`src/rtl/core/bst_pkg.sv`:
```
// bst_pkg: shared types and constants for the binary search tree engine
// no dependencies
`timescale 1ns / 1ps

package bst_pkg;

    localparam int NODES_DEF = 2048;
    localparam int KEY_WORDS = 5;
    localparam int WORD_W    = 64;
    localparam int KEY_W     = KEY_WORDS * WORD_W;
    localparam int INDEX_W   = 11;

    localparam logic [1:0] KIND_SEARCH   = 2'd0;
    localparam logic [1:0] KIND_INSERT   = 2'd1;
    localparam logic [1:0] KIND_DELETE   = 2'd2;
    localparam logic [1:0] KIND_SMALLEST = 2'd3;

    localparam logic [1:0] ST_DONE     = 2'd0;
    localparam logic [1:0] ST_NOTFOUND = 2'd1;
    localparam logic [1:0] ST_FULL     = 2'd2;

    // three-way compare result
    typedef enum logic [1:0] {
        CMP_EQ = 2'd0,
        CMP_LT = 2'd1,
        CMP_GT = 2'd2
    } t_cmp;

endpackage

```
`src/rtl/core/bst_cmp.sv`:
```
// bst_cmp: shared lexicographic compare unit, signed 64-bit words
// depends on bst_pkg
`timescale 1ns / 1ps

module bst_cmp (
    input  logic [bst_pkg::KEY_W-1:0] i_stored,
    input  logic [bst_pkg::KEY_W-1:0] i_key,
    output bst_pkg::t_cmp             o_res
);

    // flipping every word's sign bit turns signed order into unsigned order,
    // and concatenated words then compare lexicographically
    logic [bst_pkg::KEY_W-1:0] a;
    logic [bst_pkg::KEY_W-1:0] b;

    always_comb begin
        a = i_stored;
        b = i_key;
        for (int w = 0; w < bst_pkg::KEY_WORDS; w++) begin
            a[w*bst_pkg::WORD_W + bst_pkg::WORD_W-1] = ~i_stored[w*bst_pkg::WORD_W + bst_pkg::WORD_W-1];
            b[w*bst_pkg::WORD_W + bst_pkg::WORD_W-1] = ~i_key[w*bst_pkg::WORD_W + bst_pkg::WORD_W-1];
        end
        if (a == b) begin
            o_res = bst_pkg::CMP_EQ;
        end else if (a < b) begin
            o_res = bst_pkg::CMP_LT;
        end else begin
            o_res = bst_pkg::CMP_GT;
        end
    end

endmodule

```
`config.mk`:
```
export PLATFORM = sky130hd
export DESIGN_NAME = bst_cmp
export DESIGN_NICKNAME = d
export VERILOG_FILES = /design/src/rtl/core/bst_pkg.sv /design/src/rtl/core/bst_cmp.sv
export SDC_FILE = /design/constraint.sdc
export NUM_CORES = 1
export LEC_CHECK = 0
export BUFFER_PORTS_ARGS = -buffer_cell sky130_fd_sc_hd__buf_2
export CAP_MARGIN = 30
export CORE_AREA = 2 2 247 249
export DETAILED_ROUTE_END_ITERATION = 10
export DIE_AREA = 0 0 249 251
export GPL_TIMING_DRIVEN = 0
export PLACE_DENSITY = 0.39
export SYNTH_ARGS = -nofsm -noshare
export SYNTH_HDL_FRONTEND = slang
export SYNTH_SLANG_ARGS = --single-unit
```
`constraint.sdc`:
```
create_clock -name vclk -period 2.5
set_input_delay 0.125 -clock vclk [all_inputs]
set_output_delay 0.125 -clock vclk [all_outputs]
set_load 0.05 [all_outputs]
```
==> qor.csv <==
stage,metric,value,unit
route,ant_nets,0,
status,status,"finished, violations left",
sta,rsz0062_at_grt,yes,
layout,fillers,6881,
synth,synth_area_leader_cell,ha_1,
route,first_pass_iters,4,
layout,area_delta_synth_final,62.1,%
grt,grt.total_usage,0.117,
route,viasPerCell,3.99,
setup_path,cp_top_family,simple AND/OR/NAND/NOR gates,
floorplan,start_util,0.135,
sta,worst_hold_slack,0.934,ns
placed_design,gp_congestion,0.890,
sta,worstMarginPinSlew,0.770,ns
power_and_ir_drop,p_leak,8.00,nW
floorplan,dieArea,62500,um^2
synth,synthCells,1141,
sta,final.min_clock_period,2.93,ns
setup_path,arrival,2.80,ns
grt,grt_pass1_vias,10954,
sta,fmax,342,MHz
worst_hold_path,worstHoldPathType,input pin to output pin,
setup_path,crit_type,input pin to output pin,
route,drt_iter0_markers,219,
route,drt_wl_total,38900,um
worst_hold_path,hp-start,i_key[319],
setup_path,crit_start,i_stored[255],
setup_path,cp-start-kind,input pin,
layout,fin_cells,2587,
grt,grt_first_pass_wirelength,57600,um
synth,ys_seq_area_frac,0,
sta,final_max_slew_viol_count,0,
layout,seq_cell_count,0,
setup_path,crit_path_max_fanout,2,
grt,antenna_found_initial,8,
power_and_ir_drop,peakVddDrop,0.0574,mV
power_and_ir_drop,finalPower,1.89,mW
sta,maxSlewHeadroom,0.482,
synth,yosysMostFrequentCell,inv_1,
setup_path,end_kind,output pin,
floorplan,dieWidth,249,um
floorplan,dieHeight,251,um
placed_design,placed_cells,2565,
floorplan,ios,642,
setup_path,path_cells,buf_6 -> inv_4 -> ha_4 -> nand4_1 -> nor4_4 -> nand4_1 -> buf_6 -> or4_4 -> nor4_4 -> buf_6 -> nand4_1 -> buf_6 -> nor2b_4 -> buf_8,
sta,setup_slack,-0.426,ns
synth,netlist_area,8100,um^2
sta,setup-violations-final,2,
placed_design,dp_slack,-2.00,ns
route,vias,10326,
setup_path,slowest_stage,or4_4,
power_and_ir_drop,power.density,144,nW/um^2
synth,ys_warn_count,0,
layout,nets,2765,
placed_design,dp_hpwl,37200,um
synth,synth.distinct_cells,46,
setup_path,path_buf_inv,6,
job,cap_violations,0,
sta,fin_crit_sh,1.17,
sta,tns,-0.849,ns
layout,drive_above_1_share,0.412,
layout,clkbuf_count,0,
synth,synth_top_area_frac,0.494,
synth,syn_nets,2101,
setup_path,cp_common_cell,buf_6,
floorplan,core_area,59800,um^2
setup_path,worstPathRequired,2.38,ns
grt,grt_max_degree,4,
floorplan,rows,90,
synth,synth_top_cells_by_area,"ha_1 (49%), inv_1 (15%), a21oi_1 (7.0%), nand4_1 (4.7%), a21o_1 (3.3%)",
sta,finalHoldViolCount,0,
route,wire_per_inst,15.0,um
synth,synth.top_cells.by_count,"inv_1 (328), ha_1 (320), a21oi_1 (113), nand2_1 (65), nand4_1 (61)",
setup_path,critPathMaxStageDelay,0.49,ns
placed_design,place.port_buffers,642,
status,violations,negative setup slack,
layout,register_area,0,um^2
route,drc_errors,0,
synth,avgSynthCellArea,7.10,um^2
grt,overflow,0,
-- report_power, final --
part           internal [mW]  switching [mW]  leakage [nW]   total (mW)
Sequential                 0               0             0            0
Combinational          0.966           0.926          8.00         1.89
Clock            0.000000107               0     0.0000127  0.000000107
Total                  0.966           0.926          8.00         1.89
-- placed cells by master, fill, tap and decap left out, types with 26 or more instances in the layout --
cell type	n
a21o_1	36
a21oi_1	113
buf_2	617
buf_6	26
ha_1	294
ha_4	26
inv_1	306
nand2_1	64
nand3_1	33
nand4_1	61
nor2_1	29
o21ai_0	32
-- path summary, 6_finish.rpt --
| path | end | slack (ns) | depth (start not counted) |
|---|---|---|---|
| worst max-delay path | o_res[0] | -0.43 | 14 |
| worst min-delay path | o_res[0] | 0.93 | 8 |
-- routing by layer --
metal / vias to the layer above / routed length [um] / track usage
li1: 5305 / - / -
met1: 4578 / 14300 / 0.119
met2: 399 / 20800 / 0.237
met3: 34 / 3140 / 0.0317
met4: 10 / 583 / 0.0163
met5: - / 63 / 0
-- area by class of cell --
class,instances,area (um^2),share of cell area
Inverter,328,1240,0.0944
Multi-Input combinational cell,813,7360,0.561
Timing Repair Buffer,662,3540,0.270
Tap cell,782,978,0.0746
Antenna cell,2,5.00,0.000381
-- timing repair --
item | CTS | global route
gates resized for setup | 46 | 67
hold buffers | 0 | 0
buffers inserted | 10 | 10
pin swaps | 25 | 30
endpoints found under the setup margin | 2 | 2
-- logic make-up (layout without fill, tap and decap cells) --
group | count (synthesis) | count (layout) | share of synthesized area
adder cells (fa/ha/maj) | 320 | 320 | 0.494
AO/OA/AOI/OAI | 253 | 253 | 0.193
AND/OR/NAND/NOR | 240 | 240 | 0.161
other | 0 | 2 | 0
buffers and inverters | 328 | 990 | 0.152
-- stage by stage --
step / utilization / instance area [um^2]
2_1_floorplan: - / 8110
3_3_place_gp: 0.206 / 12300
3_5_place_dp: 0.206 / 12300
4_1_cts: 0.211 / 12600
5_1_grt: 0.219 / 13100
6_report: 0.219 / 13100
No activity file was read; power rests on OpenSTA's default activity.
